<file path="config.mk">
export PLATFORM = sky130hd
export DESIGN_NAME = ppc_instruction_class_decoder_core_flat
export DESIGN_NICKNAME = d
export VERILOG_FILES = /design/src/hdl/ppcd_pkg.sv /design/src/hdl/ppcd_if.sv /design/src/hdl/ppc_instruction_class_decoder_core.sv /design/src/hdl/ppcd_decode.sv /design/src/flat_wrapper.sv
export SDC_FILE = /design/constraint.sdc
export NUM_CORES = 1
export LEC_CHECK = 0
export BUFFER_PORTS_ARGS = -buffer_cell sky130_fd_sc_hd__buf_2
export CAP_MARGIN = 10
export CORE_ASPECT_RATIO = 1.5
export CORE_UTILIZATION = 50
export DETAILED_ROUTE_END_ITERATION = 6
export PLACE_DENSITY = 0.81
export SYNTH_ARGS = -nofsm -noshare
export SYNTH_HDL_FRONTEND = slang
export SYNTH_HIERARCHICAL = 1
export SYNTH_SLANG_ARGS = --single-unit
</file>
<file path="constraint.sdc">
create_clock -name clk -period 8.7 [get_ports clk]
set_input_delay 0.435 -clock clk [delete_from_list [all_inputs] [get_ports clk]]
set_output_delay 0.435 -clock clk [all_outputs]
set_load 0.1 [all_outputs]
</file>
<file path="src/hdl/ppcd_pkg.sv">
package ppcd_pkg;

  localparam int unsigned KindWidth = 8;
  localparam int unsigned OeOffset  = 512;

  typedef logic [KindWidth-1:0] kind_t;

  // Primary opcodes that carry an extended opcode.
  localparam logic [5:0] OpPaired = 6'd4;
  localparam logic [5:0] OpBranch = 6'd19;
  localparam logic [5:0] OpInt    = 6'd31;
  localparam logic [5:0] OpFps    = 6'd59;
  localparam logic [5:0] OpFpd    = 6'd63;

  typedef struct packed {
    kind_t kind;
    logic  ovf;
  } dec_result_t;

  // Kind for primary opcodes without an extended opcode.
  function automatic kind_t primary_kind(input logic [5:0] op);
    kind_t k;
    begin
      k = '0;
      case (op)
        6'd3: k = 8'd1;   6'd7: k = 8'd2;   6'd8: k = 8'd3;   6'd10: k = 8'd4;
        6'd11: k = 8'd5;  6'd12: k = 8'd6;  6'd13: k = 8'd7;  6'd14: k = 8'd8;
        6'd15: k = 8'd9;  6'd16: k = 8'd10; 6'd17: k = 8'd11; 6'd18: k = 8'd12;
        6'd20: k = 8'd13; 6'd21: k = 8'd14; 6'd23: k = 8'd15; 6'd24: k = 8'd16;
        6'd25: k = 8'd17; 6'd26: k = 8'd18; 6'd27: k = 8'd19; 6'd28: k = 8'd20;
        6'd29: k = 8'd21; 6'd32: k = 8'd22; 6'd33: k = 8'd23; 6'd34: k = 8'd24;
        6'd35: k = 8'd25; 6'd36: k = 8'd26; 6'd37: k = 8'd27; 6'd38: k = 8'd28;
        6'd39: k = 8'd29; 6'd40: k = 8'd30; 6'd41: k = 8'd31; 6'd42: k = 8'd32;
        6'd43: k = 8'd33; 6'd44: k = 8'd34; 6'd45: k = 8'd35; 6'd46: k = 8'd36;
        6'd47: k = 8'd37; 6'd48: k = 8'd38; 6'd49: k = 8'd39; 6'd50: k = 8'd40;
        6'd51: k = 8'd41; 6'd52: k = 8'd42; 6'd53: k = 8'd43; 6'd54: k = 8'd44;
        6'd55: k = 8'd45; 6'd56: k = 8'd46; 6'd57: k = 8'd47; 6'd60: k = 8'd48;
        6'd61: k = 8'd49;
        default: k = '0;
      endcase
      return k;
    end
  endfunction

  function automatic kind_t op4_aform(input logic [4:0] x);
    kind_t k;
    begin
      k = '0;
      case (x)
        5'd10: k = 8'd50; 5'd11: k = 8'd51; 5'd12: k = 8'd52; 5'd13: k = 8'd53;
        5'd14: k = 8'd54; 5'd15: k = 8'd55; 5'd18: k = 8'd56; 5'd20: k = 8'd57;
        5'd21: k = 8'd58; 5'd23: k = 8'd59; 5'd24: k = 8'd60; 5'd25: k = 8'd61;
        5'd26: k = 8'd62; 5'd28: k = 8'd63; 5'd29: k = 8'd64; 5'd30: k = 8'd65;
        5'd31: k = 8'd66;
        default: k = '0;
      endcase
      return k;
    end
  endfunction

  function automatic kind_t op4_exact(input logic [9:0] x);
    kind_t k;
    begin
      k = '0;
      case (x)
        10'd0: k = 8'd67;   10'd32: k = 8'd68;  10'd64: k = 8'd69;  10'd96: k = 8'd70;
        10'd6: k = 8'd71;   10'd7: k = 8'd72;   10'd38: k = 8'd73;  10'd39: k = 8'd74;
        10'd40: k = 8'd75;  10'd72: k = 8'd76;  10'd136: k = 8'd77; 10'd264: k = 8'd78;
        10'd528: k = 8'd79; 10'd560: k = 8'd80; 10'd592: k = 8'd81; 10'd624: k = 8'd82;
        10'd1014: k = 8'd83;
        default: k = '0;
      endcase
      return k;
    end
  endfunction

  function automatic kind_t op19_exact(input logic [9:0] x);
    kind_t k;
    begin
      k = '0;
      case (x)
        10'd0: k = 8'd84;   10'd16: k = 8'd85;  10'd33: k = 8'd86;  10'd50: k = 8'd87;
        10'd129: k = 8'd88; 10'd150: k = 8'd89; 10'd193: k = 8'd90; 10'd225: k = 8'd91;
        10'd257: k = 8'd92; 10'd289: k = 8'd93; 10'd417: k = 8'd94; 10'd449: k = 8'd95;
        10'd528: k = 8'd96;
        default: k = '0;
      endcase
      return k;
    end
  endfunction

  function automatic kind_t op31_exact(input logic [9:0] x);
    kind_t k;
    begin
      k = '0;
      case (x)
        10'd0: k = 8'd97;    10'd4: k = 8'd98;    10'd8: k = 8'd99;    10'd10: k = 8'd100;
        10'd11: k = 8'd101;  10'd19: k = 8'd102;  10'd20: k = 8'd103;  10'd23: k = 8'd104;
        10'd24: k = 8'd105;  10'd26: k = 8'd106;  10'd28: k = 8'd107;  10'd32: k = 8'd108;
        10'd40: k = 8'd109;  10'd54: k = 8'd110;  10'd55: k = 8'd111;  10'd60: k = 8'd112;
        10'd75: k = 8'd113;  10'd83: k = 8'd114;  10'd86: k = 8'd110;  10'd87: k = 8'd115;
        10'd104: k = 8'd116; 10'd119: k = 8'd117; 10'd124: k = 8'd118; 10'd136: k = 8'd119;
        10'd138: k = 8'd120; 10'd144: k = 8'd121; 10'd146: k = 8'd122; 10'd150: k = 8'd123;
        10'd151: k = 8'd124; 10'd183: k = 8'd125; 10'd200: k = 8'd126; 10'd202: k = 8'd127;
        10'd210: k = 8'd128; 10'd215: k = 8'd129; 10'd232: k = 8'd130; 10'd234: k = 8'd131;
        10'd235: k = 8'd132; 10'd242: k = 8'd133; 10'd246: k = 8'd110; 10'd247: k = 8'd134;
        10'd266: k = 8'd135; 10'd278: k = 8'd110; 10'd279: k = 8'd136; 10'd284: k = 8'd137;
        10'd306: k = 8'd138; 10'd311: k = 8'd139; 10'd316: k = 8'd140; 10'd339: k = 8'd141;
        10'd343: k = 8'd142; 10'd371: k = 8'd143; 10'd375: k = 8'd144; 10'd407: k = 8'd145;
        10'd412: k = 8'd146; 10'd439: k = 8'd147; 10'd444: k = 8'd148; 10'd459: k = 8'd149;
        10'd467: k = 8'd150; 10'd470: k = 8'd110; 10'd476: k = 8'd151; 10'd491: k = 8'd152;
        10'd512: k = 8'd153; 10'd534: k = 8'd154; 10'd535: k = 8'd155; 10'd536: k = 8'd156;
        10'd567: k = 8'd157; 10'd595: k = 8'd158; 10'd598: k = 8'd159; 10'd599: k = 8'd160;
        10'd631: k = 8'd161; 10'd659: k = 8'd162; 10'd662: k = 8'd163; 10'd663: k = 8'd164;
        10'd695: k = 8'd165; 10'd727: k = 8'd166; 10'd759: k = 8'd167; 10'd790: k = 8'd168;
        10'd792: k = 8'd169; 10'd824: k = 8'd170; 10'd854: k = 8'd159; 10'd918: k = 8'd171;
        10'd922: k = 8'd172; 10'd954: k = 8'd173; 10'd982: k = 8'd110; 10'd983: k = 8'd174;
        10'd1014: k = 8'd83; 10'd566: k = 8'd175;
        default: k = '0;
      endcase
      return k;
    end
  endfunction

  // True for the XO-form arithmetic that has an OE alias at base plus 512.
  function automatic logic oe_base(input logic [8:0] x);
    logic b;
    begin
      b = 1'b0;
      case (x)
        9'd8, 9'd10, 9'd40, 9'd104, 9'd136, 9'd138, 9'd200, 9'd202, 9'd232,
        9'd234, 9'd235, 9'd266, 9'd459, 9'd491: b = 1'b1;
        default: b = 1'b0;
      endcase
      return b;
    end
  endfunction

  function automatic kind_t op59_kind(input logic [4:0] x);
    kind_t k;
    begin
      k = '0;
      case (x)
        5'd18: k = 8'd176; 5'd20: k = 8'd177; 5'd21: k = 8'd178; 5'd24: k = 8'd179;
        5'd25: k = 8'd180; 5'd28: k = 8'd181; 5'd29: k = 8'd182; 5'd30: k = 8'd183;
        5'd31: k = 8'd184;
        default: k = '0;
      endcase
      return k;
    end
  endfunction

  function automatic kind_t op63_aform(input logic [4:0] x);
    kind_t k;
    begin
      k = '0;
      case (x)
        5'd18: k = 8'd185; 5'd20: k = 8'd186; 5'd21: k = 8'd187; 5'd23: k = 8'd188;
        5'd25: k = 8'd189; 5'd26: k = 8'd190; 5'd28: k = 8'd191; 5'd29: k = 8'd192;
        5'd30: k = 8'd193; 5'd31: k = 8'd194;
        default: k = '0;
      endcase
      return k;
    end
  endfunction

  function automatic kind_t op63_exact(input logic [9:0] x);
    kind_t k;
    begin
      k = '0;
      case (x)
        10'd0: k = 8'd195;   10'd12: k = 8'd196;  10'd14: k = 8'd197;  10'd15: k = 8'd198;
        10'd32: k = 8'd199;  10'd38: k = 8'd200;  10'd40: k = 8'd201;  10'd64: k = 8'd202;
        10'd70: k = 8'd203;  10'd72: k = 8'd204;  10'd134: k = 8'd205; 10'd136: k = 8'd206;
        10'd264: k = 8'd207; 10'd583: k = 8'd208; 10'd711: k = 8'd209;
        default: k = '0;
      endcase
      return k;
    end
  endfunction

endpackage

</file>
<file path="src/hdl/ppcd_if.sv">
interface ppcd_in_if;
  logic        valid;
  logic        ready;
  logic [31:0] instr_word;
  modport source (output valid, output instr_word, input ready);
  modport sink (input valid, input instr_word, output ready);
endinterface

interface ppcd_out_if;
  logic       valid;
  logic       ready;
  logic [7:0] instr_kind;
  logic       is_illegal;
  logic       overflow_form;
  modport source (output valid, output instr_kind, output is_illegal,
                  output overflow_form, input ready);
  modport sink (input valid, input instr_kind, input is_illegal,
                input overflow_form, output ready);
endinterface

</file>
<file path="src/hdl/ppc_instruction_class_decoder_core.sv">
// Instruction class decoder.
// Input channel in_ch carries one 32-bit instruction word per handshake.
// Output channel out_ch carries the instruction kind (0 when illegal), an
// illegal flag and a flag for the opcode 31 overflow-enable alias.
// An accepted word is registered in the input register, decoded by table
// logic, and its result is registered in the result register, where it is
// held under a stall until out_ch takes it.
// Throughput is one word per cycle unless out_ch stalls; the two register
// stages each advance whenever the stage after them is empty or being emptied.
// A stall on out_ch holds both stages; in_ch ready drops only when both are full.
// Reset empties both stages; there is no other state.
module ppc_instruction_class_decoder_core
  import ppcd_pkg::*;
(
  input logic             clk,
  input logic             rst,
  ppcd_in_if.sink         in_ch,
  ppcd_out_if.source      out_ch
);

  logic        in_valid;
  logic [31:0] in_word;
  logic        res_valid;
  dec_result_t res;
  dec_result_t dec;
  logic        res_load;
  logic        in_load;

  // Result stage loads when empty or when its word is taken.
  assign res_load = !res_valid || out_ch.ready;
  assign in_load  = !in_valid || res_load;
  assign in_ch.ready = in_load;

  ppcd_decode u_decode (
    .word   (in_word),
    .result (dec)
  );

  // Input register.
  always_ff @(posedge clk) begin
    if (rst) begin
      in_valid <= 1'b0;
    end else if (in_load) begin
      in_valid <= in_ch.valid;
    end
    if (in_load && in_ch.valid) begin
      in_word <= in_ch.instr_word;
    end
  end

  // Result register.
  always_ff @(posedge clk) begin
    if (rst) begin
      res_valid <= 1'b0;
    end else if (res_load) begin
      res_valid <= in_valid;
    end
    if (res_load && in_valid) begin
      res <= dec;
    end
  end

  assign out_ch.valid         = res_valid;
  assign out_ch.instr_kind    = res.kind;
  assign out_ch.is_illegal    = (res.kind == '0);
  assign out_ch.overflow_form = res.ovf;

  a_stall_hold: assert property (@(posedge clk) disable iff (rst)
    res_valid && !out_ch.ready |=> res_valid && $stable(res))
    else $error("result changed under stall");
  a_ovf_op31: assert property (@(posedge clk) disable iff (rst)
    res_valid && res.ovf |-> res.kind != '0)
    else $error("overflow alias without kind");
  a_ready: assert property (@(posedge clk) disable iff (rst)
    !in_ch.ready |-> in_valid && res_valid)
    else $error("input stalled with free stage");

endmodule

</file>
<file path="src/hdl/ppcd_decode.sv">
module ppcd_decode
  import ppcd_pkg::*;
(
  input  logic [31:0]  word,
  output dec_result_t  result
);

  logic [5:0] opcd;
  logic [9:0] xo10;
  logic [4:0] xo5;
  kind_t      exact4;
  kind_t      exact31;
  kind_t      exact63;
  kind_t      alias31;
  logic       alias_hit;

  assign opcd = word[31:26];
  assign xo10 = word[10:1];
  assign xo5  = word[5:1];

  assign exact4  = op4_exact(xo10);
  assign exact31 = op31_exact(xo10);
  assign exact63 = op63_exact(xo10);

  // OE alias: upper half of the extended space, base taken from the low nine bits.
  assign alias_hit = xo10[9] && oe_base(xo10[8:0]);
  assign alias31   = op31_exact({1'b0, xo10[8:0]});

  // Select by primary opcode; exact entries win over A-form entries.
  always_comb begin
    result = '0;
    unique case (opcd)
      OpPaired: result.kind = (exact4 != '0) ? exact4 : op4_aform(xo5);
      OpBranch: result.kind = op19_exact(xo10);
      OpInt: begin
        if (exact31 != '0) begin
          result.kind = exact31;
        end else if (alias_hit) begin
          result.kind = alias31;
          result.ovf  = 1'b1;
        end
      end
      OpFps: result.kind = op59_kind(xo5);
      OpFpd: result.kind = (exact63 != '0) ? exact63 : op63_aform(xo5);
      default: result.kind = primary_kind(opcd);
    endcase
  end

endmodule
</file>
<file path="src/flat_wrapper.sv">
// flat-port wrapper written by rule: the top's interface ports become plain ports
module ppc_instruction_class_decoder_core_flat import ppcd_pkg::*;
  (clk, rst, in_ch_valid, in_ch_instr_word, in_ch_ready, out_ch_valid, out_ch_instr_kind, out_ch_is_illegal, out_ch_overflow_form, out_ch_ready);
  ppcd_in_if in_ch_i ();
  ppcd_out_if out_ch_i ();
  input logic clk;
  input logic rst;
  input wire logic [$bits(in_ch_i.valid)-1:0] in_ch_valid;
  input wire logic [$bits(in_ch_i.instr_word)-1:0] in_ch_instr_word;
  output wire logic [$bits(in_ch_i.ready)-1:0] in_ch_ready;
  output wire logic [$bits(out_ch_i.valid)-1:0] out_ch_valid;
  output wire logic [$bits(out_ch_i.instr_kind)-1:0] out_ch_instr_kind;
  output wire logic [$bits(out_ch_i.is_illegal)-1:0] out_ch_is_illegal;
  output wire logic [$bits(out_ch_i.overflow_form)-1:0] out_ch_overflow_form;
  input wire logic [$bits(out_ch_i.ready)-1:0] out_ch_ready;
  assign in_ch_i.valid = in_ch_valid;
  assign in_ch_i.instr_word = in_ch_instr_word;
  assign in_ch_ready = in_ch_i.ready;
  assign out_ch_valid = out_ch_i.valid;
  assign out_ch_instr_kind = out_ch_i.instr_kind;
  assign out_ch_is_illegal = out_ch_i.is_illegal;
  assign out_ch_overflow_form = out_ch_i.overflow_form;
  assign out_ch_i.ready = out_ch_ready;
  ppc_instruction_class_decoder_core u_core (.clk(clk), .rst(rst), .in_ch(in_ch_i), .out_ch(out_ch_i));
endmodule
</file>
Yosys cells after proc, flatten, opt, wreduce, memory -nomap -nowiden
Memory sizes are Yosys's and may differ from the RTL's. A register that Yosys moved wholly into a read port is not among the register bits. Cells that the tools add are included. W data, S select, Z words.

Bitwise gates (word level): 1. Reductions and logical operators: 18. Equality and inequality tests: 178. Muxes and demuxes: 15.

Operators by type and width (number): $pmux W8 S80 (1); $pmux W8 S56 (1); $eq A10 B10 Y1 const B (32); $eq A10 B9 Y1 const B (25); $eq A10 B8 Y1 const B (21); $eq A9 B9 Y1 const B (20); $eq A9 B8 Y1 const B (17); $pmux W8 S15 (1); $pmux W7 S17 (1); $eq A10 B7 Y1 const B (11); $pmux W7 S13 (1); $eq A10 B6 Y1 const B (9); $eq A10 B5 Y1 const B (7); $eq A9 B7 Y1 const B (7); $eq A10 B4 Y1 const B (6); $eq A9 B5 Y1 const B (6); $eq A9 B6 Y1 const B (5); $pmux W8 S5 (1); $eq A10 B3 Y1 const B (3); $eq A9 B4 Y1 const B (3); $mux W8 (3); $reduce_bool A8 Y1 (3); $mux W5 (3); $reduce_or A14 Y1 (1); 17 further kinds (24).

Bits in read-only memories: 1088. Input bits: 36. Bits in registers: 43. Word-level logic and storage cells: 221. Memories: 4. Output and inout port bits: 12.

Memories: (no name shown) (words 64, bits a word 6, rd ports 1, clocked after memory_dff 1, wr ports 0, RTL line ppcd_pkg.sv:25) `case (op)`; (no name shown) (words 32, bits a word 8, rd ports 1, clocked after memory_dff 1, wr ports 0, RTL line ppcd_pkg.sv:157) `case (x)`; (no name shown) (words 32, bits a word 7, rd ports 1, clocked after memory_dff 1, wr ports 0, RTL line ppcd_pkg.sv:49) `case (x)`; (no name shown) (words 32, bits a word 7, rd ports 1, clocked after memory_dff 1, wr ports 0, RTL line ppcd_pkg.sv:143) `case (x)`.

Depth between registers and ports, before layout
Word-level depth: 7. Depth in mapped cells: 12. Gate-level depth less buffers: 9.

By module
Netlist, hierarchy kept.

By module, submodules not included: ppcd_decode (area each 4022.6 µm², cells an instance 619, sequential area each 0.0 µm², times used 1); ppc_instruction_class_decoder_core (area each 1333.8 µm², cells an instance 54, sequential area each 1271.2 µm², times used 1).

Least setup slack after synthesis
Ideal clock, no wire load.

Kind: reg2reg. From: register u_core.res_valid, in the netlist u_core/out_ch.valid. To: register u_core.in_word[0], enable pin. Cell stages (with the launch flop): 3. Required time: 8.295 ns. Arrival time: 2.777 ns. Setup slack: 5.518 ns. Buffers on the path: 0. Period minus slack after synthesis: 3.182 ns. Library setup time: 0.405 ns. Cells stage by stage: dfxtp_1 -> nand3b_1 -> and2_1.

Longest elaborated chain between the ends: 4.

RTL lines: start, declared (RTL line ppc_instruction_class_decoder_core.sv:23) `logic res_valid;`; start signal, assigned (RTL line ppc_instruction_class_decoder_core.sv:56) `res_valid <= in_valid;`; $logic_not A1 Y1 (RTL line ppc_instruction_class_decoder_core.sv:30) `assign res_load = !res_valid || out_ch.ready;`; $logic_or A1 B1 Y1 (RTL line ppc_instruction_class_decoder_core.sv:30); $logic_or A1 B1 Y1 (RTL line ppc_instruction_class_decoder_core.sv:31) `assign in_load = !in_valid || res_load;`; named net in_ch_ready (RTL line flat_wrapper.sv:10) `output wire logic [$bits(in_ch_i.ready)-1:0] in_ch_ready;`; $logic_and A1 B1 Y1 (RTL line ppc_instruction_class_decoder_core.sv:46) `if (in_load && in_ch.valid) begin`; end signal, assigned (RTL line ppc_instruction_class_decoder_core.sv:47) `in_word <= in_ch.instr_word;`; end, declared (RTL line ppc_instruction_class_decoder_core.sv:22) `logic [31:0] in_word;`.

The timed path passes the listed nets, and every way through them passes these cells. A chain may end at the register's enable or synchronous reset.

==> impl_metrics.env <==
export IMPL_tritoncts="done"
export IMPL_p_per_area_nw_per_um2=90.94
export IMPL_critPathMaxFanout=14
export IMPL_wl_per_cell_um=28.88
export IMPL_critPathLaunchType="flip-flop"
export IMPL_worst_slew_pin_slew_ns=1.227
export IMPL_h_tree_depth=1
export IMPL_slew_viol_final=0
export IMPL_gp_congestion=1.021
export IMPL_timing_hold_ws_ns=0.3431
export IMPL_cellLeakagePower_nw=1.675
export IMPL_path_cells="inv_1, ha_1, nand3b_1, or4_1, o211ai_1, a311o_1, a211oi_1, o32a_1, a31oi_1"
export IMPL_drc=0
export IMPL_crit_path_end_kind="flip-flop"
export IMPL_dp_hpwl_um=15090
export IMPL_drtIter0Drc=919
export IMPL_critPathKind="reg2reg"
export IMPL_worstPathArrival_ns=4.19
export IMPL_crit_family="simple AND/OR/NAND/NOR gates"
export IMPL_crit_buf_inv=1
export IMPL_period_needed_ns=4.155
export IMPL_crit_path_top_delay_cell="or4_1"
export IMPL_drive_gt1_share_pct=12.54
export IMPL_drt_total_wl_um=21890
export IMPL_clockBufferDepth=2
export IMPL_via_count=5947
export IMPL_viasPerCell=7.846
export IMPL_max_stage_delay_ns=0.89
export IMPL_grt_pass1_vias=5518
export IMPL_nets=700
export IMPL_hp_class="in2reg"
export IMPL_grt_use_total_pct=46.18
export IMPL_root_buffer="clkbuf_16"
export IMPL_maxSlewHeadroom_pct=17.92
export IMPL_clock_skew_ns=0.003457
export IMPL_rsz0062_at_grt="no"
export IMPL_avgSynthCellArea_um2=7.422
export IMPL_io_buffer_count=31
export IMPL_cts_buffers=3
export IMPL_peakVddDrop_uv=149.7
export IMPL_ios=48
export IMPL_die_width_um=82.63
export IMPL_tns_ns=0
export IMPL_grt_pass1_wl_um=33430
export IMPL_drtAntennaViolNets=0
export IMPL_grt_antenna_before_repair=0
export IMPL_dieArea_um2=10160
export IMPL_synth_area_um2=4876
export IMPL_overflow=0
export IMPL_clk_pin_slew_ns=0.07
export IMPL_cts_setup_buffers=0
export IMPL_min_period_over_period_pct=47.76
export IMPL_clock_latency_ns=0.27
export IMPL_dr_pass1_iters=6
export IMPL_max_freq_mhz=240.7
export IMPL_syn_inst=657
export IMPL_start_util_pct=52.09
export IMPL_outcome="completed"
export IMPL_antenna_cells=0
export IMPL_cts_resized=0
export IMPL_hold_viol_final=0
export IMPL_synthesis_nets=710
export IMPL_setup_violations_final=0
export IMPL_layout_cells_non_filler=758
export IMPL_dp_cells=754
export IMPL_core_area_um2=9361
export IMPL_grt_max_degree=61
export IMPL_cts_sinks=27
export IMPL_area_growth_pct=3.541
export IMPL_ctsHoldBuffers=0
export IMPL_required_ns=8.73
export IMPL_ys_warn_count=6
export IMPL_drv_cap=0
export IMPL_die_y_um=122.9
export IMPL_row_count=43
export IMPL_rrSetupSlack_ns=4.55
[cells in the final DEF (no fill, tap or decap), types with 6 or more instances in the layout]
master,n
nand4b_1,7
o31ai_1,8
nor4_1,14
and3b_1,7
nor3_1,20
nand3_1,28
buf_4,14
nand3b_1,11
inv_1,15
nand2_1,44
nor2b_1,19
a211oi_1,15
a21oi_1,35
buf_2,31
o32a_1,7
ha_1,17
o211ai_1,6
o21ai_0,40
and2_1,7
o32ai_1,6
o22ai_1,9
nor3b_1,7
nand2b_1,16
edfxtp_1,25
or4_1,7
nor2_1,57
a31oi_1,16
[cell type report]
cell class	count	area [µm²]
Fill cell	911	4313
Timing Repair Buffer	45	260.3
Inverter	16	60.06
Tap cell	112	140.1
Multi-Input combinational cell	554	3715
Clock inverter	1	7.507
Clock buffer	3	75.07
Sequential cell	27	790.8
[sequential cells by signal, indices dropped and copies added (netlist names)]
name,cells
u_core/in_valid,1
u_core/in_word,16
u_core/out_ch.instr_kind,8
u_core/out_ch.overflow_form,1
u_core/out_ch.valid,1
[final timing paths]
path         cells past startpoint                                    end                    startpoint
max                              9  u_core/out_ch.instr_kind[0]$_DFFE_PP_   u_core/in_word[1]$_DFFE_PP_
max reg2reg                      9  u_core/out_ch.instr_kind[0]$_DFFE_PP_   u_core/in_word[1]$_DFFE_PP_
min                              1           u_core/in_word[26]$_DFFE_PP_          in_ch_instr_word[26]
min reg2reg                      2       u_core/out_ch.valid$_SDFFE_PP0P_  u_core/in_valid$_SDFFE_PP0P_
[metrics by stage]
stage / instance area, µm² / total power, W / utilization (%) / worst slack (ns)
after floorplan: 4876 / 0.0002988 / - / 5.589
after global placement: 4966 / 0.0003421 / 53.05 / 4.685
after detailed placement: 4966 / 0.0003443 / 53.05 / 4.707
after CTS: 5049 / 0.0004506 / 53.93 / 4.709
after global routing: 5049 / 0.0004759 / 53.93 / 4.357
final: 5049 / 0.0004591 / 53.93 / 4.545
[layer usage]
metal  vias up  global-route usage [%]  routed length (µm)
met1      2723                   52.60                7638
li1       2549                       -                   -
met5         -                       0                   0
met2       501                   67.77                9564
met3       174                   17.34                2470
met4         0                   37.18                2220
[report_power, final]
group / internal [W] / switching, W
Clock: 0.0000625 / 0.0000435
Combinational: 0.0000546 / 0.000138
Sequential: 0.000151 / 0.00000931
Total: 0.000268 / 0.000191
(Power assumes the default switching activity.)
